==> config.mk <==
export PLATFORM = sky130hd
export DESIGN_NAME = bwc_div
export DESIGN_NICKNAME = d
export VERILOG_FILES = /design/src/sv/bwc_pkg.sv /design/src/sv/bwc_div.sv
export SDC_FILE = /design/constraint.sdc
export NUM_CORES = 1
export LEC_CHECK = 0
export BUFFER_PORTS_ARGS = -buffer_cell sky130_fd_sc_hd__buf_2
export CAP_MARGIN = 20
export CORE_UTILIZATION = 55
export CTS_CLUSTER_SIZE = 16
export DETAILED_ROUTE_END_ITERATION = 10
export PLACE_DENSITY_LB_ADDON = 0.15
export SYNTH_ARGS = -nofsm -noshare
export SYNTH_HDL_FRONTEND = slang
export SYNTH_SLANG_ARGS = --single-unit
==> constraint.sdc <==
create_clock -name clk -period 11.86 [get_ports clk]
set_clock_uncertainty 0.05 [all_clocks]
set_input_delay 0.593 -clock clk [delete_from_list [all_inputs] [get_ports clk]]
set_output_delay 0.593 -clock clk [all_outputs]
set_load 0.005 [all_outputs]
==> src/sv/bwc_pkg.sv <==
`timescale 1ns / 1ps
// ----------------------------------------------------------------------------
// bwc_pkg
// shared types and constants for the binned weighted centroid block
// ----------------------------------------------------------------------------
package bwc_pkg;

  localparam int BIN_COUNT = 64;
  localparam int BIN_W     = (BIN_COUNT > 1) ? $clog2(BIN_COUNT) : 1;
  localparam int SUM_W     = 64;
  localparam int CNT_W     = $clog2(SUM_W);
  localparam int CFG_IDX_W = 2;

  // register indexes
  localparam logic [CFG_IDX_W-1:0] REG_WINDOW_START     = 2'd0;
  localparam logic [CFG_IDX_W-1:0] REG_BINS_PER_UNIT    = 2'd1;
  localparam logic [CFG_IDX_W-1:0] REG_UNIT_WEIGHT_MODE = 2'd2;

  typedef struct packed {
    logic signed [31:0] particle_x;
    logic signed [31:0] particle_y;
    logic signed [31:0] particle_z;
    logic        [15:0] particle_weight;
    logic               final_particle;
  } particle_t;

  typedef struct packed {
    logic        [5:0]  bin_number;
    logic signed [31:0] centroid_x;
    logic signed [31:0] centroid_y;
    logic               bin_empty;
    logic               final_bin;
  } result_t;

  // one bin of the store
  typedef struct packed {
    logic [SUM_W-1:0] w;
    logic [SUM_W-1:0] x;
    logic [SUM_W-1:0] y;
  } entry_t;

endpackage

==> src/sv/bwc_div.sv <==
`timescale 1ns / 1ps
// ----------------------------------------------------------------------------
// bwc_div
// unsigned restoring divider, one quotient bit per cycle
// ----------------------------------------------------------------------------
module bwc_div (
  input  logic                     clk,
  input  logic                     rst,
  input  logic                     start,
  input  logic [bwc_pkg::SUM_W-1:0] dividend,
  input  logic [bwc_pkg::SUM_W-1:0] divisor,
  output logic                     done,
  output logic [bwc_pkg::SUM_W-1:0] quotient
);
  import bwc_pkg::*;

  logic             busy;
  logic [CNT_W-1:0] cnt;
  logic [SUM_W-1:0] rem;
  logic [SUM_W-1:0] dq;
  logic [SUM_W-1:0] dv;
  logic [SUM_W:0]   rem_sh;
  logic [SUM_W:0]   diff;
  logic             qbit;

  assign rem_sh   = {rem, dq[SUM_W-1]};
  assign diff     = rem_sh - {1'b0, dv};
  assign qbit     = ~diff[SUM_W];
  assign quotient = dq;

  always_ff @(posedge clk) begin
    if (rst) begin
      busy <= 1'b0;
      done <= 1'b0;
    end else begin
      done <= 1'b0;
      if (start) begin
        busy <= 1'b1;
        cnt  <= CNT_W'(SUM_W - 1);
        rem  <= '0;
        dq   <= dividend;
        dv   <= divisor;
      end else if (busy) begin
        rem <= qbit ? diff[SUM_W-1:0] : rem_sh[SUM_W-1:0];
        dq  <= {dq[SUM_W-2:0], qbit};
        cnt <= cnt - 1'b1;
        if (cnt == '0) begin
          busy <= 1'b0;
          done <= 1'b1;
        end
      end
    end
  end

endmodule

==> out/results.env <==
HOLD_PATH.CLASS='in2reg'
TIMING.FINAL.SETUP_VIOLATIONS=0
BOUNDARYPINS=196
NFILLCELLS=1710
FIRST_ITER_VIOLATIONS=632
GRT_MAX_DEGREE=81
YOSYSWARNINGCOUNT=0
ANT_NETS=0
CP.REQUIRED_NS=12.07
START_KIND='register'
CLK_PATH_BUF_DEPTH=2
DETAILEDROUTE.FIRSTPASSITERATIONCOUNT=5
EDFF_COUNT_SYNTH=198
FINAL_NETS=1522
FINAL_MIN_PERIOD_OVER_CLOCK_PERIOD_PCT=36.2
CTS_TREE='done'
GRT_FIRST_PASS_WIRELENGTH_MM=45.0
MAX_FREQ_GHz=0.233
CRITICAL_PATH_PEAK_FANOUT=59
YOSYSUNIQUECELLTYPES=62
CLOCK_SINKS=200
CELLLEAKAGEPOWER_nW=5.60
WORST_PATH_DOMINANT_CELL_FAMILY='compound AO/OA/AOI/OAI gates'
PLACE.DETAILED.INSTANCES=1580
CRITICAL_PATH.MAX_STAGE_DELAY_NS=0.60
CP_DATA_ARRIVAL_TIME_NS=4.50
SYN_NETS=1351
MIN_HOLD_SLACK_NS=0.267
DRV_SLEW=0
YOSYSTOPAREACELLSHARE_PCT=49.7
GP_CONGESTION=0.923
SYNTH_SEQ_AREA_SHARE_PCT=50.1
WORST_IR_DROP_VDD_mV=0.113
CTS.ROOT.BUFFER_CELL='clkbuf_16'
LAYOUT.CELLS.MOST_COMMON='edfxtp_1'
SYNTHTOLAYOUTAREAGROWTH_PCT=14.8
GLOBALROUTE.TOTALOVERFLOW=0
SYNTH_AREA_PER_CELL_UM2=10.4
VIAS=9277
VIAS_PER_CELL=5.75
NETLIST_INSTANCES=1153
POST_CTS_RESIZED=0
RUN_STATUS='finished, final reports clean'
GRT_ANTENNA_BEFORE_REPAIR=3
WORST_SKEW_PAIR.LATE_LATENCY_NS=0.45
MAX-CAP-VIOLATIONS=0
RSZ0062_AT_GRT='false'
CTS.REPORTEDPATHS.CLKPINSLEW_NS=0.09
ROUTED_WIRELENGTH_MM=27.8
DP_HPWL_MM=20.2
LAYOUT-DRIVE-GT1-SHARE_PCT=23.0
CRITICAL_PATH_BUFFERS_AND_INVERTERS=2
CTS_BUFFERS=17
ASYNC_SET_OR_RESET_FLOP_FRACTION_IN_THE_SYNTHESIZED_NETLIST_PCT=0
FINAL_CELL_MIX='edfxtp_1, buf_2, nand2_1'
WORST-SLEW-PIN-TRANSITION_NS=1.05
SETUP-TNS-FINAL_NS=0
DIE-AREA_UM2=22300
FLOORPLAN.INITIALDENSITY_PCT=56.5
ROUTEDWLPERCELL_UM=17.3
DIE_X_UM=149
SYNTHTOPCELLSBYAREA='edfxtp_1, ha_1, mux2_2'
REMAINING_DRC_ERRORS=0
PLACEABLECOREAREA_UM2=21200
VIAS_IN_THE_FIRST_GLOBAL_ROUTE=9182
MAXSLEWHEADROOM_PCT=30.0
FIN_CRIT_PERIOD_NS=4.29
FINALHOLDVIOLATIONS=0
ENDPOINT_KIND='register'
FINALNONFILLERCELLS=1614
PLACEMENT.IO_BUFFERS=195
SYNTH_AREA_LEADER='edfxtp_1'
PATH_CELLS='inv_1, ha_1, fa_1, nand2b_1, a21oi_1, o211ai_2, a2111oi_4, o21ai_2, a31oi_4, o31ai_4, xnor2_4, buf_4, nor2_1, a211oi_1'
SYNTH.CELL_AREA_UM2=12000
GRT_UTIL_ALL_LAYERS_PCT=25.8
UTILIZATION_PCT=64.9
FLOORPLAN.ROWS=53
DOMINANTREGCELLSYNTH='edfxtp_1'
CTS-HTREE-LEVELS=4
DIE_HEIGHT_UM=149
SETUP.WORST_PATH.CLASS='reg2reg'
POSTSYNTHREGISTERBITS=200
CRIT_SLOWEST_CELL='buf_4'
CTS_SETUP_BUFFERS=0
POWER_PER_CELL_AREA_nW_PER_UM2=154
HOLDBUFCOUNTCTS=0
==> path summary, 6_finish.rpt <==
| path | from | endpoint | slack [ns] | depth (start not counted) |
|---|---|---|---|---|
| setup reg to reg | quotient[63]$_DFFE_PP_ | rem[28]$_SDFFCE_PP0P_ | 7.57 | 14 |
| hold / removal | divisor[59] | dv[59]$_DFFE_PP_ | 0.27 | 1 |
| hold reg to reg | busy$_SDFF_PP0_ | done$_SDFF_PP0_ | 0.47 | 1 |
| setup / recovery | quotient[63]$_DFFE_PP_ | rem[28]$_SDFFCE_PP0P_ | 7.57 | 14 |
==> synthesized netlist by cell type, drive strengths merged (19+ instances only) <==
cell and n:
a21oi 129, nand4 19, xor2 21, mux2 64, inv 89, nor2 71
ha 66, clkbuf 34, o21ai 59, nor3 21, a211oi 27, xnor2 39
nand2 158, edfxtp 198
==> per-layer routing <==
layer  global-route usage, %  part of all wire, %  vias to the layer above  wire [um]
li1                        -                    -                     4528          -
met1                    33.4                   44                     4410      12400
met2                    42.5                   47                      300      13100
met3                    6.71                  7.0                       37       1950
met4                    7.35                  1.6                        2        452
met5                       0                0.047                        -         13
==> per-stage QoR <==
step | power (mW) | worst slack, ns | instance area [um^2]
3_5_place_dp | 1.54 | 7.63 | 13100
2_1_floorplan | 1.39 | 4.69 | 12000
6_report | 2.12 | 7.57 | 13700
4_1_cts | 2.13 | 7.55 | 13700
5_1_grt | 2.23 | 7.15 | 13700
3_3_place_gp | 1.52 | 7.71 | 13100
==> power by group <==
group / switching, mW / total, mW / internal, mW
sequential: 0.0315 / 0.894 / 0.862
combinational: 0.388 / 0.636 / 0.249
clock: 0.303 / 0.589 / 0.286
==> sequential cells by signal, summed over array words and instances, names as in the netlist <==
name,cells
busy,1
cnt,6
done,1
dv,64
quotient,64
rem,64
==> cells by family after synthesis <==
family	share of synthesized area, %
fa+ha+maj	7.07
compound gates	15.6
flops	50.1
mux	6.03
buf+inv	4.80
simple gates	12.0
xor+xnor	4.46
==> final cells by class <==
cell class	count	area (um^2)	area share, %
antenna	2	5.00	0.0364
clock buffer	18	429	3.12
clock inverter	14	168	1.22
inverter	89	334	2.43
multi-input combinational	815	5440	39.6
sequential	200	5990	43.6
tap	275	344	2.51
timing repair buffer	201	1020	7.45
==> worst register-to-register path: stages, from the launching register on <==
cell and delay [ns]:
edfxtp_1 0.37, inv_1 0.05, ha_1 0.22, fa_1 0.39
nand2b_1 0.19, a21oi_1 0.30, o211ai_2 0.19, a2111oi_4 0.42
o21ai_2 0.11, a31oi_4 0.23, o31ai_4 0.12, xnor2_4 0.48
buf_4 0.61, nor2_1 0.15, a211oi_1 0.24
No activity file was read; power rests on OpenSTA's default activity.
