--- src/sv/bwc_ram.sv ---
`timescale 1ns / 1ps
// ----------------------------------------------------------------------------
// bwc_ram
// generic single write port ram with one registered read port
// ----------------------------------------------------------------------------
module bwc_ram #(
  parameter int WIDTH = 8,
  parameter int DEPTH = 64
) (
  input  logic                                    clk,
  input  logic                                    we,
  input  logic [((DEPTH > 1) ? $clog2(DEPTH) : 1)-1:0] waddr,
  input  logic [WIDTH-1:0]                        wdata,
  input  logic                                    re,
  input  logic [((DEPTH > 1) ? $clog2(DEPTH) : 1)-1:0] raddr,
  output logic [WIDTH-1:0]                        rdata
);

  logic [WIDTH-1:0] mem [DEPTH];

  always_ff @(posedge clk) begin
    if (we) begin
      mem[waddr] <= wdata;
    end
    if (re) begin
      rdata <= mem[raddr];
    end
  end

endmodule

--- config.mk ---
export PLATFORM = sky130hd
export DESIGN_NAME = bwc_ram
export DESIGN_NICKNAME = d
export VERILOG_FILES = /design/src/sv/bwc_ram.sv
export SDC_FILE = /design/constraint.sdc
export NUM_CORES = 1
export LEC_CHECK = 0
export ABC_AREA = 1
export BUFFER_PORTS_ARGS = -buffer_cell sky130_fd_sc_hd__buf_4
export CAP_MARGIN = 10
export CORE_MARGIN = 2
export CORE_UTILIZATION = 50
export CTS_BUF_LIST = sky130_fd_sc_hd__clkbuf_4 sky130_fd_sc_hd__clkbuf_8
export CTS_CLUSTER_SIZE = 40
export DETAILED_ROUTE_END_ITERATION = 8
export PLACE_DENSITY = 0.69
export SYNTH_ARGS = -nofsm -noshare
export SYNTH_HDL_FRONTEND = slang
export SYNTH_SLANG_ARGS = --single-unit
--- constraint.sdc ---
create_clock -name clk -period 2.3 [get_ports clk]
set_input_delay 0.46 -clock clk [delete_from_list [all_inputs] [get_ports clk]]
set_output_delay 0.46 -clock clk [all_outputs]
set_load 0.05 [all_outputs]
==> results of run 1 <==
## where the power goes
group	internal [mW]	total [mW]	switching, mW
sequential	10.5	10.5	0.0255
combinational	0.362	1.32	0.961
clock	4.03	7.53	3.50
## metrics by stage
step	total power [mW]	setup slack, ns	hold WS (ns)
final	19.4	0.499	0.192
after global routing	20.0	0.480	0.158
after CTS	19.5	0.480	0.150
after detailed placement	12.1	0.167	0.818
after global placement	12.0	0.149	0.819
after floorplan	11.5	0.0739	0.559
## flip-flops by register name, indices dropped and copies added (netlist names)
name	cells
mem	512
rdata	8
## placed cells by master (no fill, tap or decap)
cell type     n
nand4_1       9
buf_4       121
nand2_1     648
nor4_1        8
inv_2         1
edfxtp_1    520
buf_6         1
clkinv_1     19
inv_1         9
clkinvlp_4    3
nand3_1     439
inv_6         3
clkbuf_4     30
clkbuf_8     85
inv_4         1
bufinv_16     1
diode_2       2
clkinv_2      6
buf_12       20
nor2_1       56
## cell families (layout without fill, tap and decap cells)
logic type	count (synthesis)	count (layout)	share of synthesized area
buffers and inverters	125	300	0.0401
AND/OR/NAND/NOR	1160	1160	0.231
flip-flops	520	520	0.729
other	0	2	0
## routing by layer
layer | up-vias | share of wire | GRT usage
met5 | - | 0 | 0
met4 | 0 | 0.022 | 0.0809
met3 | 99 | 0.098 | 0.0473
met2 | 734 | 0.47 | 0.385
met1 | 6974 | 0.41 | 0.346
li1 | 6599 | - | -
## synth_stat cells
cell type  number  share of area
buf_6          35          0.018
buf_4          14         0.0049
nor2_1         56         0.0098
nand3_1       439           0.10
buf_8           2         0.0014
nand2_1       648           0.11
edfxtp_1      520           0.73
nand4_1         9         0.0026
buf_1          10         0.0018
nor4_1          8         0.0023
buf_2          37         0.0086
inv_2           1        0.00018
inv_6           1        0.00041
clkbuf_1       15         0.0026
inv_1          10         0.0018
## final cells by class
class / count / area share
flip-flops and latches: 520 / 0.646
multi-input cells: 1160 / 0.205
clock buffers: 115 / 0.0577
repair buffers: 142 / 0.0546
well taps: 539 / 0.0279
clock inverters: 31 / 0.00709
inverters: 12 / 0.00217
diodes: 2 / 0.000207
## path summary, 6_finish.rpt
| path | from | endpoint | slack (ns) | cells after the start |
|---|---|---|---|---|
| max | rdata[4] | rdata[4] | 0.50 | 1 |
| min reg2reg | mem[52][5] | rdata[5] | 0.89 | 8 |
| max reg2reg | mem[27][3] | rdata[3] | 0.78 | 8 |
| min | re | rdata[3] | 0.19 | 1 |
==> impl_metrics.tcl, run 1 <==
set metrics [dict create \
    outcome "finished clean" \
    ir_drop_mv 0.345 \
    cts_setup_buffers 0 \
    grt_pass1_wl_um 81600 \
    nFillCells 3371 \
    io_buffers 30 \
    synth_area_um2 21400 \
    multiInputGateArea_um2 4950 \
    postLayoutCoreUtil 0.574 \
    die_y_um 211 \
    gp_congestion 0.858 \
    relSlewSlack 0.454 \
    core-area_um2 42100 \
    regArea_um2 15600 \
    synth_nets 1828 \
    clk_latency_ns 0.62 \
    drive_above_1_share 0.137 \
    antenna_found_initial 2 \
    cts_buffer_depth 3 \
    ios 31 \
    wl_per_cell_um 21.2 \
    drt_iter0_markers 1927 \
    numCtsBuffers 83 \
    drc 0 \
    slowest_stage "edfxtp_1" \
    cp.required_ns 1.84 \
    nets 1942 \
    cts.sinks 520 \
    vias 14406 \
    ys_ff_latch 520 \
    finalCriticalPeriod_ns 1.80 \
    grt_max_degree 103 \
    ys.warnings.count 0 \
    synth_seq_area_share 0.729 \
    hpwl_um 31700 \
    grt_overflow 0 \
    cts_tree "built" \
    worstPathCellList "buf_4" \
    hp-class "in2reg" \
    fin_skew_ns 0.0186 \
    worst_setup_path_end_kind "output port" \
    grt_pass1_vias 13981 \
    clk_pin_slew_ns 0.06 \
    period_share 0.783 \
    design_area_um2 24200 \
    crit_family "flip-flops" \
    rsz0062_at_grt "false" \
    critPathBufInv 1 \
    fin_tns_setup_ns 0 \
    clock.fmax_mhz 555 \
    slowest_delay_ns 0.47 \
    syn_to_final_growth_pct 12.9 \
    place_area_um2 22600 \
    post_cts_resized 0 \
    layoutNonFillerInstCount 2521 \
    pwr_density_cell_nw_per_um2 802 \
    num_rows 75 \
    crit_arrival_ns 1.34 \
    syn_inst 1805 \
    crit_fanout 1 \
    hold_buffers 0 \
    h-tree-depth 3 \
    place_inst 2373 \
    worst-setup-path-type "reg2out" \
    die_w_um 211 \
    slew_viol_final 0 \
    start_kind "flip-flop" \
    ant_nets 0 \
    firstDrtPassIters 5 \
    maxCapViolCount 0 \
    setup_viol 0 \
    p_leak_nw 8.90 \
    die_area_um2 44500 \
    syn_avg_cell_area_um2 11.9 \
    via_per_inst 5.71 \
    start_util 0.508 \
    synthDistinctLibCells 15 \
    worstMarginPinSlew_ns 0.819 \
    routed_wl_um 53300 \
    cts_root_buf "clkbuf_8" \
    hold_viol 0 \
    grt_usage 0.245 \
]
Power figures use the tool's default switching activity.
==> run 2: changes to the inputs <==
- clock period: 2.3 -> 1.51 ns (I/O delays scaled with it)
==> impl_metrics.tcl, run 2 (same netlist as run 1, synthesis figures left out) <==
set metrics [dict create \
    core-area_um2 42100 \
    place_area_um2 23500 \
    clk_pin_slew_ns 0.06 \
    pre_cts_ws_ns -0.515 \
    slew_viol_final 0 \
    top_register "mem" \
    r2r_start "mem[43][1]" \
    nets 1959 \
    outcome "finished with violations" \
    start_util 0.508 \
    worst-setup-path-type "reg2out" \
    violations "setup timing" \
    syn_to_final_growth_pct 17.1 \
    ant_nets 0 \
    worstPathCellList "buf_6" \
    endpoint "rdata[0]" \
    pwr_density_cell_nw_per_um2 1170 \
    clock.fmax_mhz 615 \
    routed_wl_um 54600 \
    crit_arrival_ns 1.33 \
    hold_viol 0 \
    worstMarginPinSlew_ns 0.826 \
    grt_pass1_wl_um 83900 \
    cts.sinks 520 \
    grt_usage 0.251 \
    cts_buffer_depth 3 \
    die_area_um2 44500 \
    numCtsBuffers 80 \
    mostFrequentLayoutCells "nand2_1, edfxtp_1, nand3_1" \
    worst_setup_path_end_kind "output port" \
    relSlewSlack 0.449 \
    fin_ws_ns -0.117 \
    period_share 1.08 \
    finalCriticalPeriod_ns 1.63 \
    n_antenna_cell 0 \
    place_inst 2392 \
    grt_pass1_vias 14282 \
    postLayoutCoreUtil 0.595 \
    final_common_cell "nand2_1" \
    reg2reg_to "rdata[1]" \
    layoutNonFillerInstCount 2535 \
    io_buffers 30 \
    setup_viol 8 \
    maxCapViolCount 0 \
    critPathBufInv 1 \
    drc 0 \
    num_rows 75 \
    gp_congestion 0.883 \
    crit_fanout 1 \
    firstDrtPassIters 5 \
    h-tree-depth 3 \
    wl_per_cell_um 21.5 \
    crit_cells 1 \
    die_y_um 211 \
    rr_worst_depth 8 \
    slowest_delay_ns 0.48 \
    drt_iter0_markers 1871 \
    ir_drop_mv 0.541 \
    reg_top3 "mem (512), rdata (8)" \
    start_kind "flip-flop" \
    die_w_um 211 \
    hp-class "in2reg" \
    cp.required_ns 1.21 \
    p_leak_nw 9.13 \
    reg2reg_slack_ns 0.06 \
    hpwl_um 32600 \
    design_area_um2 25100 \
    fin_skew_ns 0.0260 \
    largest_reg_flops 512 \
    cts_tree "built" \
    grt_overflow 0 \
    slowest_stage "edfxtp_1" \
    fin_tns_setup_ns -0.724 \
    vias 14534 \
    cts_root_buf "clkbuf_8" \
    via_per_inst 5.73 \
    crit_family "flip-flops" \
    clk_latency_ns 0.63 \
    ios 31 \
    rsz0062_at_grt "true" \
    antenna_found_initial 0 \
    drive_above_1_share 0.174 \
    grt_max_degree 65 \
    crit_start "rdata[0]" \
]
[run 2: cell count changes in the layout (fill, tap and decap cells not counted), moves of 6 or more]
cell	previous run	this run
nor2_1	56	12
buf_12	20	58
buf_4	121	94
nor2_2	0	25
nor2_4	0	19
buf_6	1	9
clkbuf_4	30	22
clkinv_2	6	14
nor4_1	8	0
nor4_2	0	6
[run 2: how the worst min path moves through the flow]
stage / start / end / cells after the start
5_1_grt: raddr[5] / rdata[5] / 3
4_1_cts: raddr[5] / rdata[6] / 3
6_report: raddr[5] / rdata[5] / 3
2_1_floorplan: wdata[0] / mem[0][0] / 0
3_3_place_gp: re / rdata[6] / 1
3_5_place_dp: re / rdata[6] / 1
[run 2: worst min-delay path, cell delays in order]
cell     delay (ns)
buf_4          0.19
nand3_1        0.10
nand2_1        0.05
[run 2: layer usage]
layer	vias up	track usage	part of all wire
met5	-	0	0
met3	95	0.0413	0.090
li1	6640	-	-
met1	7078	0.361	0.42
met4	0	0.0857	0.023
met2	721	0.393	0.47
[run 2: repair_timing]
item                                    CTS  global route
endpoints found under the hold margin     2             0
gates resized for setup                   8             6
hold buffers                              1             0
setup buffers                             0             0
endpoints found under the setup margin    8            12
[run 2: layout make-up]
cell class	count	area (µm²)
fill	3261	17100
clock inverter	35	156
multi-input combinational	1160	5250
inverter	12	71.3
tap	539	674
sequential	520	15600
clock buffer	107	1340
timing repair buffer	162	1980
[run 2: power by group]
| part | internal, mW | leakage (nW) | switching (mW) |
|---|---|---|---|
| clock network | 5.74 | 0.797 | 5.32 |
| registers | 16.0 | 4.69 | 0.0524 |
| logic | 0.696 | 3.64 | 1.55 |
[run 2: stage by stage]
| stage | hold WS (ns) | total power [mW] |
|---|---|---|
| CTS | 0.100 | 29.5 |
| floorplan | 0.401 | 17.6 |
| global route | 0.148 | 30.3 |
| finish | 0.137 | 29.4 |
| detailed placement | 0.665 | 18.6 |
| global placement | 0.659 | 18.5 |
==> run 3: changes to the inputs <==
- ABC_AREA: 1 -> default
- RECOVER_POWER: default -> 100
- SKIP_CTS_REPAIR_TIMING: default -> 1
==> impl_metrics.tcl, run 3 <==
set metrics [dict create \
    start_util 0.508 \
    hp-class "in2reg" \
    drive_above_1_share 0.383 \
    p_sw_frac 0.217 \
    reg2reg_slack_ns -0.50 \
    nets 1180 \
    ys_ff_latch 520 \
    power.internal_mw 23.1 \
    synth_commonest_cells "edfxtp_1, mux4_2, nor2_1" \
    fin_ws_ns -0.496 \
    firstDrtPassIters 5 \
    antenna_found_initial 1 \
    gp_congestion 0.846 \
    fin_skew_ns 0.0199 \
    hpwl_um 29900 \
    final_common_cell "edfxtp_1" \
    synth_nets 963 \
    worst-setup-path-type "reg2reg" \
    hold_ws_ns 0.210 \
    crit_start "mem[28][6]" \
    ys.warnings.count 0 \
    syn_avg_cell_area_um2 21.5 \
    postLayoutCoreUtil 0.604 \
    r2r_start "mem[28][6]" \
    pwr-share-clk 0.391 \
    cts_root_buf "clkbuf_8" \
    yosysTopAreaCell "edfxtp_1" \
    synthFlopType "edfxtp_1" \
    syn_inst 940 \
    grt_pass1_wl_um 69100 \
    place_inst 1598 \
    h-tree-depth 3 \
    crit_fanout 1 \
    layoutNonFillerInstCount 1745 \
    reg_top3 "mem (512), rdata (8)" \
    slowest_delay_ns 0.48 \
    cp.required_ns 1.89 \
    vias 10270 \
    mostFrequentLayoutCells "edfxtp_1, mux4_2, buf_4" \
    design_area_um2 24100 \
    relSlewSlack 0.0448 \
    worst_setup_path_end_kind "flip-flop" \
    grt_pass1_vias 10768 \
    clk_pin_slew_ns 0.06 \
    grt_usage 0.232 \
    pwr_density_cell_nw_per_um2 1220 \
    hp-start "raddr[5]" \
    numCtsBuffers 81 \
    worstHoldPathCells 2 \
    drc 0 \
    finalCriticalPeriod_ns 2.01 \
    period_share 1.33 \
    yosysMostFrequentCell "edfxtp_1" \
    synthDistinctLibCells 39 \
    ant_nets 0 \
    totalPowerFinal_mw 29.5 \
    p_leak_nw 7.89 \
    rr_worst_depth 5 \
    cts_buffer_depth 3 \
    core-area_um2 39800 \
    io_buffers 30 \
    routed_wl_um 47000 \
    clk_latency_ns 0.64 \
    start_kind "flip-flop" \
    outcome "finished with violations" \
    worstPathCellList "mux4_2, mux2_2, o221a_4, nor3_4, o32ai_2" \
    die_w_um 205 \
    grt_overflow 0 \
    wl_per_cell_um 27.0 \
    top_register "mem" \
    critPathBufInv 0 \
    violations "setup timing" \
    synth_area_um2 20200 \
    synth-edff-count 520 \
    crit_arrival_ns 2.39 \
    maxCapViolCount 0 \
    crit_family "multiplexers" \
    ios 31 \
    grt_max_degree 65 \
    via_per_inst 5.89 \
    combPwrFrac 0.063 \
    die_y_um 205 \
    worstMarginPinSlew_ns 1.43 \
    setup_viol 32 \
    pre_cts_ws_ns -1.05 \
    drt_iter0_markers 1125 \
    slowest_stage "mux4_2" \
    synth_seq_area_share 0.771 \
    place_area_um2 23300 \
    largest_reg_flops 512 \
    ir_drop_mv 0.671 \
    slew_viol_final 0 \
    async_flop_share 0 \
    num_rows 73 \
    die_area_um2 42100 \
    cts_tree "built" \
    rsz0062_at_grt "true" \
    seq_power_share 0.546 \
    crit_cells 5 \
    synth_area_leaders "edfxtp_1, mux4_2, nor2_1, mux2i_1, mux2_2" \
    syn_to_final_growth_pct 18.8 \
    synth_top_area_frac 0.771 \
    hold_viol 0 \
    clock.fmax_mhz 499 \
    cts.sinks 520 \
    p_sw_mw 6.40 \
    fin_tns_setup_ns -6.25 \
]
-- run 3: metal layers --
metal / GRT usage / wire length, µm / vias to the layer above
met3: 0.0683 / 3870 / 80
met2: 0.368 / 22900 / 411
met1: 0.313 / 19100 / 5395
met5: 0 / 0 / -
met4: 0.0758 / 1140 / 0
li1: - / - / 4384
-- run 3: final timing paths --
kind / to
hold reg to reg: rdata[2]
setup / recovery: rdata[6]
setup reg to reg: rdata[6]
hold / removal: rdata[5]
-- run 3: cells by family (layout without fill, tap and decap cells) --
logic type,Yosys count,count (layout),share of synthesized area
AO/OA/AOI/OAI,54,54,0.0206
buffers and inverters,51,330,0.0156
flip-flops,520,520,0.771
multiplexers,162,162,0.159
other,0,1,0
AND/OR/NAND/NOR,153,153,0.0337
-- run 3: power groups by stage --
| stage | logic (mW) | clock network (mW) | registers, mW |
|---|---|---|---|
| 6_report | 1.86 | 11.5 | 16.1 |
| 2_1_floorplan | 0.961 | 0 | 16.4 |
| 4_1_cts | 1.92 | 11.7 | 16.1 |
| 3_3_place_gp | 1.89 | 0 | 16.4 |
| 3_5_place_dp | 1.92 | 0 | 16.4 |
| 5_1_grt | 1.98 | 12.3 | 16.1 |
-- run 3: area by class of cell --
class	count	area, µm²
Antenna cell	1	2.50
Tap cell	525	657
Multi-Input combinational cell	369	4630
Clock buffer	101	1280
Fill cell	2906	15800
Clock inverter	44	294
Sequential cell	520	15600
Timing Repair Buffer	185	1570
